--- src/adll_pkg.sv ---
`timescale 1ns / 1ps
package adll_pkg;

    localparam int NODES   = 1024;
    localparam int SLOTS   = NODES + 2;
    localparam int SLOT_W  = $clog2(SLOTS);
    localparam int ALLOC_W = $clog2(SLOTS + 1);
    localparam int ORD_W   = 11;
    localparam int CMD_W   = 3;
    localparam int VAL_W   = 32;
    localparam int STAT_W  = 2;

    typedef logic [SLOT_W-1:0] t_slot;
    typedef logic [ORD_W-1:0]  t_ord;

    localparam t_slot HEAD_SLOT = t_slot'(0);
    localparam t_slot TAIL_SLOT = t_slot'(1);

    typedef enum logic [CMD_W-1:0] {
        CMD_PUSH_FRONT  = 3'd0,
        CMD_PUSH_BACK   = 3'd1,
        CMD_DELETE      = 3'd2,
        CMD_INSERT_LEFT = 3'd3,
        CMD_INSERT_RIGHT= 3'd4,
        CMD_READ        = 3'd5
    } t_cmd;

    localparam logic [STAT_W-1:0] ST_OK   = 2'd0;
    localparam logic [STAT_W-1:0] ST_FULL = 2'd1;
    localparam logic [STAT_W-1:0] ST_BAD  = 2'd2;

    typedef enum logic [2:0] {
        S_IDLE,
        S_CHECK,
        S_FILL,
        S_LINK,
        S_DONE
    } t_state;

    typedef struct packed {
        t_slot slot_addr;
        t_slot value_addr;
    } t_rd_req;

    typedef struct packed {
        t_slot             next;
        t_slot             prev;
        logic [VAL_W-1:0]  value;
        logic              alive;
    } t_rd_data;

    typedef struct packed {
        logic              next_we;
        t_slot             next_addr;
        t_slot             next_data;
        logic              prev_we;
        t_slot             prev_addr;
        t_slot             prev_data;
        logic              value_we;
        t_slot             value_addr;
        logic [VAL_W-1:0]  value_data;
        logic              alive_we;
        t_slot             alive_addr;
        logic              alive_data;
    } t_wr_req;

    typedef struct packed {
        logic [STAT_W-1:0]   status;
        t_ord                new_node;
        logic signed [VAL_W-1:0] read_value;
        t_ord                next_node;
        t_ord                prev_node;
    } t_result;

    function automatic t_slot ord_to_slot(input t_ord o);
        return t_slot'(o) + t_slot'(1);
    endfunction

    function automatic t_ord slot_to_ord(input t_slot s);
        return (s < t_slot'(2)) ? t_ord'(0) : t_ord'(s - t_slot'(1));
    endfunction

endpackage

--- src/adll_ctrl.sv ---
`timescale 1ns / 1ps
module adll_ctrl
    import adll_pkg::*;
(
    input  logic             i_clk,
    input  logic             i_rst_n,
    input  logic             i_in_valid,
    input  logic [CMD_W-1:0] i_cmd,
    input  t_ord             i_ord,
    input  logic [VAL_W-1:0] i_val,
    input  logic             i_out_free,
    input  t_rd_data         i_rd,
    input  t_slot            i_head_next,
    input  t_slot            i_tail_prev,
    output logic             o_in_ready,
    output t_rd_req          o_rd,
    output t_wr_req          o_wr,
    output logic             o_res_valid,
    output t_result          o_res
);

    t_state r_state, n_state;
    logic [CMD_W-1:0] r_cmd;
    t_ord             r_ord;
    logic [VAL_W-1:0] r_val;
    logic [ALLOC_W-1:0] r_alloc;
    t_slot   r_a, n_a;
    t_slot   r_b, n_b;
    t_slot   r_na, n_na;
    t_slot   r_pb, n_pb;
    t_result r_res, n_res;

    t_slot r_slot;
    t_slot w_n;
    t_slot w_in_slot;
    logic  w_create;
    logic  w_target;
    logic  w_bad;
    logic  w_full;

    always_ff @(posedge i_clk) begin
        if (!i_rst_n) begin
            r_state <= S_IDLE;
            r_alloc <= ALLOC_W'(2);
        end else begin
            r_state <= n_state;
            if (r_state == S_FILL) begin
                r_alloc <= r_alloc + ALLOC_W'(1);
            end
        end
    end

    always_ff @(posedge i_clk) begin
        if (r_state == S_IDLE && i_in_valid) begin
            r_cmd  <= i_cmd;
            r_ord  <= i_ord;
            r_val  <= i_val;
            r_slot <= w_in_slot;
        end
        r_a   <= n_a;
        r_b   <= n_b;
        r_na  <= n_na;
        r_pb  <= n_pb;
        r_res <= n_res;
    end

    assign w_in_slot = ord_to_slot(i_ord);
    assign w_n       = r_alloc[SLOT_W-1:0];

    // Look up the target row while the word is taken.
    always_comb begin
        o_rd.slot_addr  = w_in_slot;
        o_rd.value_addr = (i_cmd == CMD_READ && i_ord == t_ord'(0)) ? i_head_next : w_in_slot;
    end

    assign w_create = (r_cmd == CMD_PUSH_FRONT) || (r_cmd == CMD_PUSH_BACK) ||
                      (r_cmd == CMD_INSERT_LEFT) || (r_cmd == CMD_INSERT_RIGHT);
    assign w_target = (r_cmd == CMD_DELETE) || (r_cmd == CMD_INSERT_LEFT) ||
                      (r_cmd == CMD_INSERT_RIGHT) ||
                      (r_cmd == CMD_READ && r_ord != t_ord'(0));
    assign w_bad    = w_target && (r_ord == t_ord'(0) || 32'(r_ord) > 32'(NODES) ||
                      32'(r_slot) >= 32'(r_alloc) || !i_rd.alive);
    assign w_full   = !w_bad && w_create && 32'(r_alloc) >= 32'(SLOTS);

    always_comb begin
        n_state     = r_state;
        n_a         = r_a;
        n_b         = r_b;
        n_na        = r_na;
        n_pb        = r_pb;
        n_res       = r_res;
        o_in_ready  = 1'b0;
        o_res_valid = 1'b0;
        o_wr        = '0;

        unique case (r_state)
            S_IDLE: begin
                o_in_ready = 1'b1;
                if (i_in_valid) begin
                    n_state = S_CHECK;
                end
            end
            S_CHECK: begin
                n_res   = '0;
                n_state = S_DONE;
                n_na    = w_n;
                n_pb    = w_n;
                if (w_bad) begin
                    n_res.status = ST_BAD;
                end else if (w_full) begin
                    n_res.status = ST_FULL;
                end else begin
                    if (w_create) begin
                        n_res.new_node = slot_to_ord(w_n);
                        n_state        = S_FILL;
                    end
                    unique case (r_cmd)
                        CMD_PUSH_FRONT: begin
                            n_a = HEAD_SLOT;
                            n_b = i_head_next;
                        end
                        CMD_PUSH_BACK: begin
                            n_a = i_tail_prev;
                            n_b = TAIL_SLOT;
                        end
                        CMD_INSERT_LEFT: begin
                            n_a = i_rd.prev;
                            n_b = r_slot;
                        end
                        CMD_INSERT_RIGHT: begin
                            n_a = r_slot;
                            n_b = i_rd.next;
                        end
                        CMD_DELETE: begin
                            // Splice the neighbors around the target.
                            n_a     = i_rd.prev;
                            n_b     = i_rd.next;
                            n_na    = i_rd.next;
                            n_pb    = i_rd.prev;
                            n_state = S_LINK;
                        end
                        CMD_READ: begin
                            if (r_ord == t_ord'(0)) begin
                                n_res.next_node  = slot_to_ord(i_head_next);
                                n_res.read_value = (i_head_next >= t_slot'(2)) ?
                                                   i_rd.value : '0;
                            end else begin
                                n_res.read_value = i_rd.value;
                                n_res.next_node  = slot_to_ord(i_rd.next);
                                n_res.prev_node  = slot_to_ord(i_rd.prev);
                            end
                        end
                        default: begin
                        end
                    endcase
                end
            end
            S_FILL: begin
                o_wr.next_we    = 1'b1;
                o_wr.next_addr  = w_n;
                o_wr.next_data  = r_b;
                o_wr.prev_we    = 1'b1;
                o_wr.prev_addr  = w_n;
                o_wr.prev_data  = r_a;
                o_wr.value_we   = 1'b1;
                o_wr.value_addr = w_n;
                o_wr.value_data = r_val;
                o_wr.alive_we   = 1'b1;
                o_wr.alive_addr = w_n;
                o_wr.alive_data = 1'b1;
                n_state         = S_LINK;
            end
            S_LINK: begin
                o_wr.next_we    = 1'b1;
                o_wr.next_addr  = r_a;
                o_wr.next_data  = r_na;
                o_wr.prev_we    = 1'b1;
                o_wr.prev_addr  = r_b;
                o_wr.prev_data  = r_pb;
                o_wr.alive_we   = (r_cmd == CMD_DELETE);
                o_wr.alive_addr = r_slot;
                o_wr.alive_data = 1'b0;
                n_state         = S_DONE;
            end
            S_DONE: begin
                // Hold until the output register can take the word.
                if (i_out_free) begin
                    o_res_valid = 1'b1;
                    n_state     = S_IDLE;
                end
            end
            default: begin
                n_state = S_IDLE;
            end
        endcase
    end

    assign o_res = r_res;

endmodule

--- config.mk ---
export PLATFORM = sky130hd
export DESIGN_NAME = adll_ctrl
export DESIGN_NICKNAME = d
export VERILOG_FILES = /design/src/adll_pkg.sv /design/src/adll_ctrl.sv
export SDC_FILE = /design/constraint.sdc
export NUM_CORES = 1
export LEC_CHECK = 0
export BUFFER_PORTS_ARGS = -buffer_cell sky130_fd_sc_hd__buf_2
export CORE_UTILIZATION = 46
export DETAILED_ROUTE_END_ITERATION = 7
export PLACE_DENSITY = 0.77
export SYNTH_ARGS = -nofsm -noshare
export SYNTH_HDL_FRONTEND = slang
export SYNTH_SLANG_ARGS = --single-unit
--- constraint.sdc ---
create_clock -name i_clk -period 4.4 [get_ports i_clk]
set_input_delay 0.44 -clock i_clk [delete_from_list [all_inputs] [get_ports i_clk]]
set_output_delay 0.44 -clock i_clk [all_outputs]
set_load 0.1 [all_outputs]
==> impl_metrics.env, run 1 <==
export IMPL_status="finished, final reports clean"
export IMPL_synthTopCellsByArea="edfxtp_1 52%, mux2i_1 4.0%, xnor2_1 3.3%"
export IMPL_yosys_warnings=0
export IMPL_syn_area_per_cell_um2=11.0
export IMPL_cts_hold_buffers_added=0
export IMPL_clock_latency_ps=430
export IMPL_clkTransAtPathRegs_ps=70
export IMPL_dieWidth_um=148
export IMPL_grt_overflow_total=0
export IMPL_cp_slowest_cell="o211ai_1"
export IMPL_arrival_ps=3410
export IMPL_cts_resized=0
export IMPL_totalWireLength_mm=29.6
export IMPL_min_period_ps=3230
export IMPL_drive_gt1_share_pct=34.1
export IMPL_comb_power_share_pct=23.0
export IMPL_postLayoutCoreUtil_pct=59.3
export IMPL_synthArstFlopShare_pct=0
export IMPL_grt_max_degree=69
export IMPL_antenna_found_initial=1
export IMPL_hold_class="input pin to flip-flop"
export IMPL_track_usage_pct=26.7
export IMPL_fin_worst_skew_ps=8.65
export IMPL_synth_top_cell_area_share_pct=51.6
export IMPL_fin_nets=1329
export IMPL_wire_per_inst_um=20.2
export IMPL_max_stage_delay_ps=800
export IMPL_synth_ff_type="edfxtp_1"
export IMPL_internal_power_w=0.00299
export IMPL_fmax_ghz=0.310
export IMPL_switching_power_w=0.00163
export IMPL_ys_ff_latch=182
export IMPL_max_vdd_ir_drop_mv=0.274
export IMPL_dp_hpwl_mm=21.8
export IMPL_worstMarginPinSlew_ps=984
export IMPL_drtPass1Iterations=5
export IMPL_maxCapViolations=0
export IMPL_grt_pass1_wl_mm=44.0
export IMPL_clkSinkCount=182
export IMPL_path_cells="or4_4 > nor4_4 > a2111oi_2 > o21a_2 > o211ai_1 > buf_4 > nor3_1"
export IMPL_p_sw_share_pct=35.3
export IMPL_drc_errors=0
export IMPL_crit_path_max_fanout=11
export IMPL_relSlewSlack_pct=34.1
export IMPL_io_pins=321
export IMPL_diodes=0
export IMPL_final_setup_tns_ps=0
export IMPL_htree_levels=4
export IMPL_synth_seq_area_share_pct=54.4
export IMPL_worst_setup_path_type="flip-flop to flip-flop"
export IMPL_port_buffers=320
export IMPL_drv_slew=0
export IMPL_synthTopCellsByCount="168 x edfxtp_1, 71 x nand2_1, 67 x nor2_1"
export IMPL_dp_slack_ps=1190
export IMPL_core_um2=20600
export IMPL_cp_start_kind="flip-flop"
export IMPL_setup_worst_path_end_class="flip-flop"
export IMPL_post_route_period_util_pct=73.4
export IMPL_synth_area_leader_cell="edfxtp_1"
export IMPL_tritoncts_num_buffers=17
export IMPL_syn_inst=893
export IMPL_vias=8364
export IMPL_dieArea_um2=21900
export IMPL_cp_required_ps=4580
export IMPL_root_buffer="clkbuf_16"
export IMPL_powerDensity_nw_per_um2=379
export IMPL_cts_setup_buffers=0
export IMPL_synth_edff_count=168
export IMPL_grt_pass1_vias=7852
export IMPL_vias_per_cell=5.71
export IMPL_p_clk_share_pct=31.7
export IMPL_ant_nets=0
export IMPL_cts_tree="yes"
export IMPL_layout_setup_ws_ps=1170
export IMPL_yosys_cell_types_count=56
export IMPL_finalHoldViolations=0
export IMPL_synth_nets=1040
export IMPL_fp_dieH_um=148
export IMPL_finalSetupViolCount=0
export IMPL_grt_setup_unrepaired="no"
export IMPL_start_util_pct=47.6
export IMPL_p_seq_share_pct=45.3
export IMPL_clk_path_buf_depth=2
export IMPL_rows=52
export IMPL_place_congestion=0.898
export IMPL_area_growth_pct=24.6
export IMPL_syn_area_um2=9780
export IMPL_leakage_nw=5.25
export IMPL_drt_iter0_markers=781
export IMPL_synthMostInstantiatedCell="edfxtp_1"
worst paths after layout:
| kind | start | end | slack (ps) | cells after the start |
|---|---|---|---|---|
| worst min-delay path | i_val[22] | r_val[22]$_DFFE_PP_ | 180 | 1 |
| worst min register to register | r_state[2]$_SDFFE_PN0P_ | r_state[2]$_SDFFE_PN0P_ | 640 | 2 |
| worst max register to register | r_ord[7]$_DFFE_PP_ | o_res[7]$_SDFFCE_PP0P_ | 1170 | 7 |
| worst max-delay path | r_ord[7]$_DFFE_PP_ | o_res[7]$_SDFFCE_PP0P_ | 1170 | 7 |
layer usage:
layer	vias to the layer above	wire length [um]	track usage, %
met5	-	9	0
met1	3958	11500	35.3
met2	518	14200	43.7
met4	2	862	10.8
met3	62	3040	4.60
li1	3824	-	-
final cells by class:
cell class              instances  area (um^2)
flip-flops and latches        182         5330
inverters                      26         97.6
multi-input cells             614         4090
clock buffers                  17          425
repair buffers                341         1770
well taps                     270          338
fillers                      1770         8370
clock inverters                15          136
flip-flops by register name, indices dropped and copies added, names as in the netlist, 11 cells and up:
name	cells
r_alloc	11
r_na	11
o_res	67
r_slot	11
r_val	32
r_a	11
r_b	11
r_ord	11
r_pb	11
critical path, delay by kind of cell (launching register included):
family	cells	cell delay, ps
AND/OR/NAND/NOR	3	1180
flip-flops	1	380
buffers and inverters	1	340
AO/OA/AOI/OAI	3	1080
power by group through the flow:
stage	sequential, W	clock (W)	combinational, W
global route	0.00210	0.00155	0.00111
finish	0.00209	0.00147	0.00106
floorplan	0.00233	0	0.000594
global placement	0.00212	0	0.00105
CTS	0.00209	0.00149	0.00106
detailed placement	0.00213	0	0.00106
placed cells by master (no fill, tap or decap), drive strengths merged, types with 5 or more instances in the layout:
master and count:
a22o 11, a22oi 20, mux2i 39, nand2 71
nor4 9, and3 35, xnor2 37, clkbuf 17
xor2 15, edfxtp 168, mux2 20, inv 34
nand2b 14, or4 9, nand3 11, and2 45
a21o 10, o21ai 26, nor3 50, dfxtp 14
nor2 67, nand4 5, a2bb2oi 5, buf 341
clkinv 6, a21oi 51, ha 20
per-stage QoR:
| step | hold WS [ps] | cell area, um^2 | instances | total power [W] |
|---|---|---|---|---|
| final | 180 | 12200 | 1465 | 0.00462 |
| after global routing | 161 | 12200 | 1465 | 0.00476 |
| after CTS | 160 | 12200 | 1465 | 0.00464 |
| after detailed placement | 618 | 11600 | 1433 | 0.00319 |
| after global placement | 616 | 11600 | 1433 | 0.00317 |
| after floorplan | 539 | 9790 | 893 | 0.00292 |
cells by family (layout without fill, tap and decap cells):
logic type / count (synthesis) / count (layout) / synth area share [%]
simple gates: 336 / 336 / 17.8
flops: 182 / 182 / 54.4
compound gates: 147 / 147 / 9.68
buf+inv: 97 / 399 / 3.97
mux: 59 / 59 / 6.87
xor+xnor: 52 / 52 / 4.66
fa+ha+maj: 20 / 20 / 2.56
Power figures use the tool's default switching activity.
==> run 2: changes to the inputs <==
--- a/config.mk
+++ b/config.mk
@@ -5,6 +5,7 @@
 export SDC_FILE = /design/constraint.sdc
 export NUM_CORES = 1
 export LEC_CHECK = 0
+export ABC_AREA = 1
 export BUFFER_PORTS_ARGS = -buffer_cell sky130_fd_sc_hd__buf_2
 export CORE_UTILIZATION = 46
 export DETAILED_ROUTE_END_ITERATION = 7
==> constraint.sdc (replaced) <==
create_clock -name i_clk -period 2.62 [get_ports i_clk]
set_input_delay 0.262 -clock i_clk [delete_from_list [all_inputs] [get_ports i_clk]]
set_output_delay 0.262 -clock i_clk [all_outputs]
set_load 0.1 [all_outputs]
==> impl_metrics.env, run 2 <==
export IMPL_grt_pass1_wl_mm=45.0
export IMPL_post_route_period_util_pct=96.0
export IMPL_track_usage_pct=29.4
export IMPL_layout_common_cells="275 x buf_2, 168 x edfxtp_1, 159 x inv_1"
export IMPL_ys_ff_latch=182
export IMPL_fin_nets=1477
export IMPL_drv_slew=0
export IMPL_antenna_found_initial=1
export IMPL_largest_register_ffs=67
export IMPL_dp_slack_ps=131
export IMPL_power_total_w=0.00901
export IMPL_synthMostInstantiatedCell="edfxtp_1"
export IMPL_vias_per_cell=5.37
export IMPL_synth_area_leader_cell="edfxtp_1"
export IMPL_setup_worst_path_end_class="output port"
export IMPL_leakage_nw=6.01
export IMPL_hold_class="input pin to flip-flop"
export IMPL_io_pins=321
export IMPL_crit_path_max_fanout=19
export IMPL_synth_seq_area_share_pct=57.1
export IMPL_diodes=0
export IMPL_comb_power_share_pct=31.4
export IMPL_synth_ff_type="edfxtp_1"
export IMPL_dieWidth_um=144
export IMPL_synth_edff_count=168
export IMPL_drc_errors=0
export IMPL_worst_setup_path_type="flip-flop to output port"
export IMPL_drt_iter0_markers=905
export IMPL_clkSinkCount=182
export IMPL_final_common_cell="buf_2"
export IMPL_grt_setup_unrepaired="no"
export IMPL_wire_per_inst_um=18.9
export IMPL_drive_gt1_share_pct=37.5
export IMPL_relSlewSlack_pct=61.2
export IMPL_p_clk_share_pct=27.9
export IMPL_synthArstFlopShare_pct=0
export IMPL_cp_start_kind="flip-flop"
export IMPL_syn_area_per_cell_um2=9.66
export IMPL_finalSetupViolCount=0
export IMPL_drtPass1Iterations=6
export IMPL_max_vdd_ir_drop_mv=0.423
export IMPL_place_congestion=0.925
export IMPL_synth_top_cell_area_share_pct=54.1
export IMPL_switching_power_w=0.00362
export IMPL_internal_power_w=0.00540
export IMPL_status="finished, final reports clean"
export IMPL_area_growth_pct=45.8
export IMPL_yosys_warnings=0
export IMPL_min_period_ps=2520
export IMPL_syn_inst=965
export IMPL_synth_nets=1112
export IMPL_clk_path_buf_depth=2
export IMPL_htree_levels=4
export IMPL_layout_setup_ws_ps=104
export IMPL_fin_cells=1608
export IMPL_ant_nets=0
export IMPL_clock_latency_ps=430
export IMPL_rows=51
export IMPL_finalHoldViolations=0
export IMPL_synthTopCellsByArea="edfxtp_1 54%, inv_1 6.6%, nor2_1 5.5%"
export IMPL_fp_dieH_um=144
export IMPL_grt_pass1_vias=8142
export IMPL_tritoncts_num_buffers=17
export IMPL_synthTopCellsByCount="168 x edfxtp_1, 165 x inv_1, 137 x nor2_1"
export IMPL_p_sw_share_pct=40.1
export IMPL_grt_max_degree=58
export IMPL_dieArea_um2=20800
export IMPL_clkTransAtPathRegs_ps=80
export IMPL_port_buffers=320
export IMPL_grt_overflow_total=0
export IMPL_syn_area_um2=9320
export IMPL_cts_tree="yes"
export IMPL_vias=8642
export IMPL_fin_worst_skew_ps=13.9
export IMPL_cp_required_ps=2360
export IMPL_worstMarginPinSlew_ps=579
export IMPL_arrival_ps=2250
export IMPL_fmax_ghz=0.397
export IMPL_maxCapViolations=0
export IMPL_totalWireLength_mm=30.4
export IMPL_start_util_pct=47.4
export IMPL_powerDensity_nw_per_um2=663
export IMPL_core_um2=19700
export IMPL_yosys_cell_types_count=39
export IMPL_root_buffer="clkbuf_16"
export IMPL_dp_cells=1544
export IMPL_p_seq_share_pct=40.7
export IMPL_dp_hpwl_mm=23.1
## run 2: changes by cell type after synthesis, sizes merged, moves of 39 or more
cell    before  now
and2        45    0
nand3       11   51
nor2        67  141
inv         26  167
o21ai       26  100
clkbuf      64   12
mux2i       39    0
## run 2: kinds of logic after synthesis
kind of cell             share of synthesized area, %
AND/OR/NAND/NOR                                  17.9
flip-flops                                       57.1
AO/OA/AOI/OAI                                    10.1
buffers and inverters                            8.77
XOR/XNOR                                         3.38
adder cells (fa/ha/maj)                          2.68
## run 2: through the flow
step	hold WS [ps]	area (um^2)	util (%)	TNS [ps]
final	16.3	13600	69.1	0
after floorplan	361	10000	-	-33480
after global routing	2.27	13600	69.1	0
after CTS	5.73	13600	69.0	0
after global placement	439	12700	64.5	0
after detailed placement	440	12700	64.5	0
## run 2: critical path, cell delays in order (launching register included)
cell and delay [ps]:
dfxtp_2 620, nor2_4 120, inv_4 250, buf_4 310, nor2_2 70, inv_1 160
o21ai_2 100, buf_12 190
## run 2: power by group through the flow
| stage | registers [W] | logic, W | clock network (W) |
|---|---|---|---|
| 2_1_floorplan | 0.00447 | 0.00133 | 0 |
| 3_3_place_gp | 0.00371 | 0.00274 | 0 |
| 3_5_place_dp | 0.00373 | 0.00277 | 0 |
| 4_1_cts | 0.00366 | 0.00281 | 0.00254 |
| 5_1_grt | 0.00369 | 0.00295 | 0.00264 |
| 6_report | 0.00367 | 0.00283 | 0.00252 |
## run 2: final cells by class
cell class	count	area (um^2)
clock buffers	17	425
flip-flops and latches	182	5330
inverters	170	653
clock inverters	15	155
repair buffers	380	2860
multi-input cells	579	3830
well taps	265	332
fillers	1504	6070
## run 2: timing repair
action | CTS | global route
endpoints found under the setup margin | 0 | 53
gates resized for setup | 0 | 4
endpoints found under the hold margin | 29 | 0
buffers inserted | 0 | 3
hold buffers | 29 | 0
## run 2: path summary, 6_finish.rpt
path,from,to,slack (ps),cells past startpoint
max,r_state[0]$_SDFFE_PN0P_,o_wr[76],100,7
min,i_val[21],r_val[21]$_DFFE_PP_,20,1
max reg2reg,r_alloc[6]$_SDFFE_PN0P_,r_a[2]$_DFFE_PP_,200,14
min reg2reg,r_alloc[6]$_SDFFE_PN0P_,r_alloc[7]$_SDFFE_PN0P_,600,2
## run 2: layer usage
layer | up-vias | wire length (um) | track usage [%]
met5 | - | 0 | 0
met4 | 0 | 857 | 11.4
met3 | 59 | 2960 | 5.89
met2 | 497 | 14900 | 48.9
met1 | 4100 | 11800 | 37.8
li1 | 3986 | - | -
==> run 3: changes to the inputs <==
--- a/config.mk
+++ b/config.mk
@@ -7,9 +7,9 @@
 export LEC_CHECK = 0
 export ABC_AREA = 1
 export BUFFER_PORTS_ARGS = -buffer_cell sky130_fd_sc_hd__buf_2
-export CORE_UTILIZATION = 46
+export CORE_UTILIZATION = 51
 export DETAILED_ROUTE_END_ITERATION = 7
-export PLACE_DENSITY = 0.77
+export PLACE_DENSITY = 0.81
 export SYNTH_ARGS = -nofsm -noshare
 export SYNTH_HDL_FRONTEND = slang
 export SYNTH_SLANG_ARGS = --single-unit
==> constraint.sdc (replaced) <==
create_clock -name i_clk -period 2.6 [get_ports i_clk]
set_input_delay 0.26 -clock i_clk [delete_from_list [all_inputs] [get_ports i_clk]]
set_output_delay 0.26 -clock i_clk [all_outputs]
set_load 0.1 [all_outputs]
==> impl_metrics.env, run 3 (same netlist as run 2, synthesis figures left out) <==
export IMPL_status="finished, final reports clean"
export IMPL_port_buffers=320
export IMPL_grt_overflow_total=0
export IMPL_grt_setup_unrepaired="no"
export IMPL_switching_power_w=0.00364
export IMPL_clkTransAtPathRegs_ps=80
export IMPL_fin_cells=1581
export IMPL_tritoncts_num_buffers=17
export IMPL_grt_pass1_vias=7995
export IMPL_max_vdd_ir_drop_mv=0.515
export IMPL_comb_power_share_pct=31.3
export IMPL_hold_class="input pin to flip-flop"
export IMPL_io_pins=321
export IMPL_clk_path_buf_depth=2
export IMPL_clkSinkCount=182
export IMPL_relSlewSlack_pct=62.2
export IMPL_min_period_ps=2450
export IMPL_layout_common_cells="283 x buf_2, 168 x edfxtp_1, 158 x inv_1"
export IMPL_drive_gt1_share_pct=37.9
export IMPL_leakage_nw=6.04
export IMPL_finalHoldViolations=0
export IMPL_root_buffer="clkbuf_16"
export IMPL_vias=8639
export IMPL_htree_levels=4
export IMPL_ant_nets=0
export IMPL_p_seq_share_pct=40.1
export IMPL_cp_required_ps=2340
export IMPL_fin_worst_skew_ps=14.1
export IMPL_design_area_um2=13500
export IMPL_post_route_period_util_pct=94.3
export IMPL_place_congestion=0.978
export IMPL_vias_per_cell=5.46
export IMPL_rows=49
export IMPL_wire_per_inst_um=19.2
export IMPL_diodes=0
export IMPL_final_common_cell="buf_2"
export IMPL_worst_setup_path_type="flip-flop to output port"
export IMPL_totalWireLength_mm=30.4
export IMPL_dpl_cell_area_um2=12600
export IMPL_start_util_pct=51.9
export IMPL_finalSetupViolCount=0
export IMPL_postLayoutCoreUtil_pct=75.4
export IMPL_drt_iter0_markers=1067
export IMPL_drc_errors=0
export IMPL_dp_cells=1519
export IMPL_largest_register_ffs=67
export IMPL_internal_power_w=0.00554
export IMPL_fmax_ghz=0.408
export IMPL_core_um2=18000
export IMPL_dieWidth_um=137
export IMPL_dp_hpwl_mm=23.2
export IMPL_dieArea_um2=18800
export IMPL_clock_latency_ps=440
export IMPL_area_growth_pct=45.3
export IMPL_setup_worst_path_end_class="output port"
export IMPL_cts_tree="yes"
export IMPL_grt_pass1_wl_mm=44.7
export IMPL_drtPass1Iterations=6
export IMPL_p_clk_share_pct=28.7
export IMPL_antenna_found_initial=0
export IMPL_cp_start_kind="flip-flop"
export IMPL_maxCapViolations=0
export IMPL_track_usage_pct=32.6
export IMPL_drv_slew=0
export IMPL_powerDensity_nw_per_um2=678
export IMPL_crit_path_max_fanout=21
export IMPL_fillers=1254
export IMPL_grt_max_degree=58
export IMPL_p_sw_share_pct=39.7
export IMPL_worstMarginPinSlew_ps=562
export IMPL_fin_nets=1486
export IMPL_fp_dieH_um=137
export IMPL_arrival_ps=2190
[run 3: cell types whose count changed in the layout (fill, tap and decap cells not counted), moves of 2 or more]
| cell | before | now |
|---|---|---|
| buf_4 | 24 | 33 |
| buf_2 | 275 | 283 |
| buf_12 | 50 | 43 |
| clkbuf_4 | 2 | 0 |
[run 3: final cells by class]
class / count / area, um^2 / share of cell area, %
well taps: 229 / 287 / 2.12
repair buffers: 389 / 2830 / 20.9
multi-input cells: 579 / 3840 / 28.3
inverters: 170 / 653 / 4.82
clock inverters: 15 / 184 / 1.36
clock buffers: 17 / 425 / 3.14
flip-flops and latches: 182 / 5330 / 39.4
[run 3: routing by layer]
metal  GRT usage (%)  wire [um]  vias to the layer above
met5               0          0                        -
met4            13.8       1180                        0
met3            7.10       2910                       92
met2            52.5      14500                      498
met1            42.5      11800                     4047
li1                -          -                     4002
[run 3: power groups by stage]
stage	registers (W)	clock network, W	logic (W)
2_1_floorplan	0.00451	0	0.00134
3_3_place_gp	0.00373	0	0.00279
3_5_place_dp	0.00374	0	0.00281
4_1_cts	0.00368	0.00264	0.00285
5_1_grt	0.00371	0.00274	0.00299
6_report	0.00368	0.00263	0.00287
[run 3: worst paths after layout]
path / cells past startpoint / end / slack (ps) / start
setup reg to reg: 14 / r_a[4]$_DFFE_PP_ / 240 / r_alloc[2]$_SDFFE_PN0P_
hold / removal: 1 / r_val[28]$_DFFE_PP_ / 10 / i_val[28]
hold reg to reg: 2 / r_alloc[2]$_SDFFE_PN0P_ / 600 / r_alloc[2]$_SDFFE_PN0P_
setup / recovery: 7 / o_wr[5] / 150 / r_state[2]$_SDFFE_PN0P_
[run 3: repair_timing]
| action | CTS | global route |
|---|---|---|
| buffers inserted | 0 | 0 |
| resized for setup | 0 | 3 |
| endpoints found under the setup margin | 0 | 34 |
| hold endpoints to repair | 29 | 1 |
| hold buffers | 29 | 1 |
[run 3: worst max-delay path: stages (launching register included)]
cell     delay (ps)
dfxtp_2         400
inv_2            50
nand2_2         110
inv_1            90
nand2_2         300
buf_4           440
o21ai_1         170
buf_12          200
[run 3: metrics by stage]
step	setup WS [ps]	setup TNS [ps]	power, W	hold WS [ps]
2_1_floorplan	-544	-35890	0.00585	359
3_3_place_gp	257	0	0.00652	437
3_5_place_dp	167	0	0.00655	438
4_1_cts	133	0	0.00917	1.58
5_1_grt	42.4	0	0.00944	5.54
6_report	149	0	0.00919	10.8
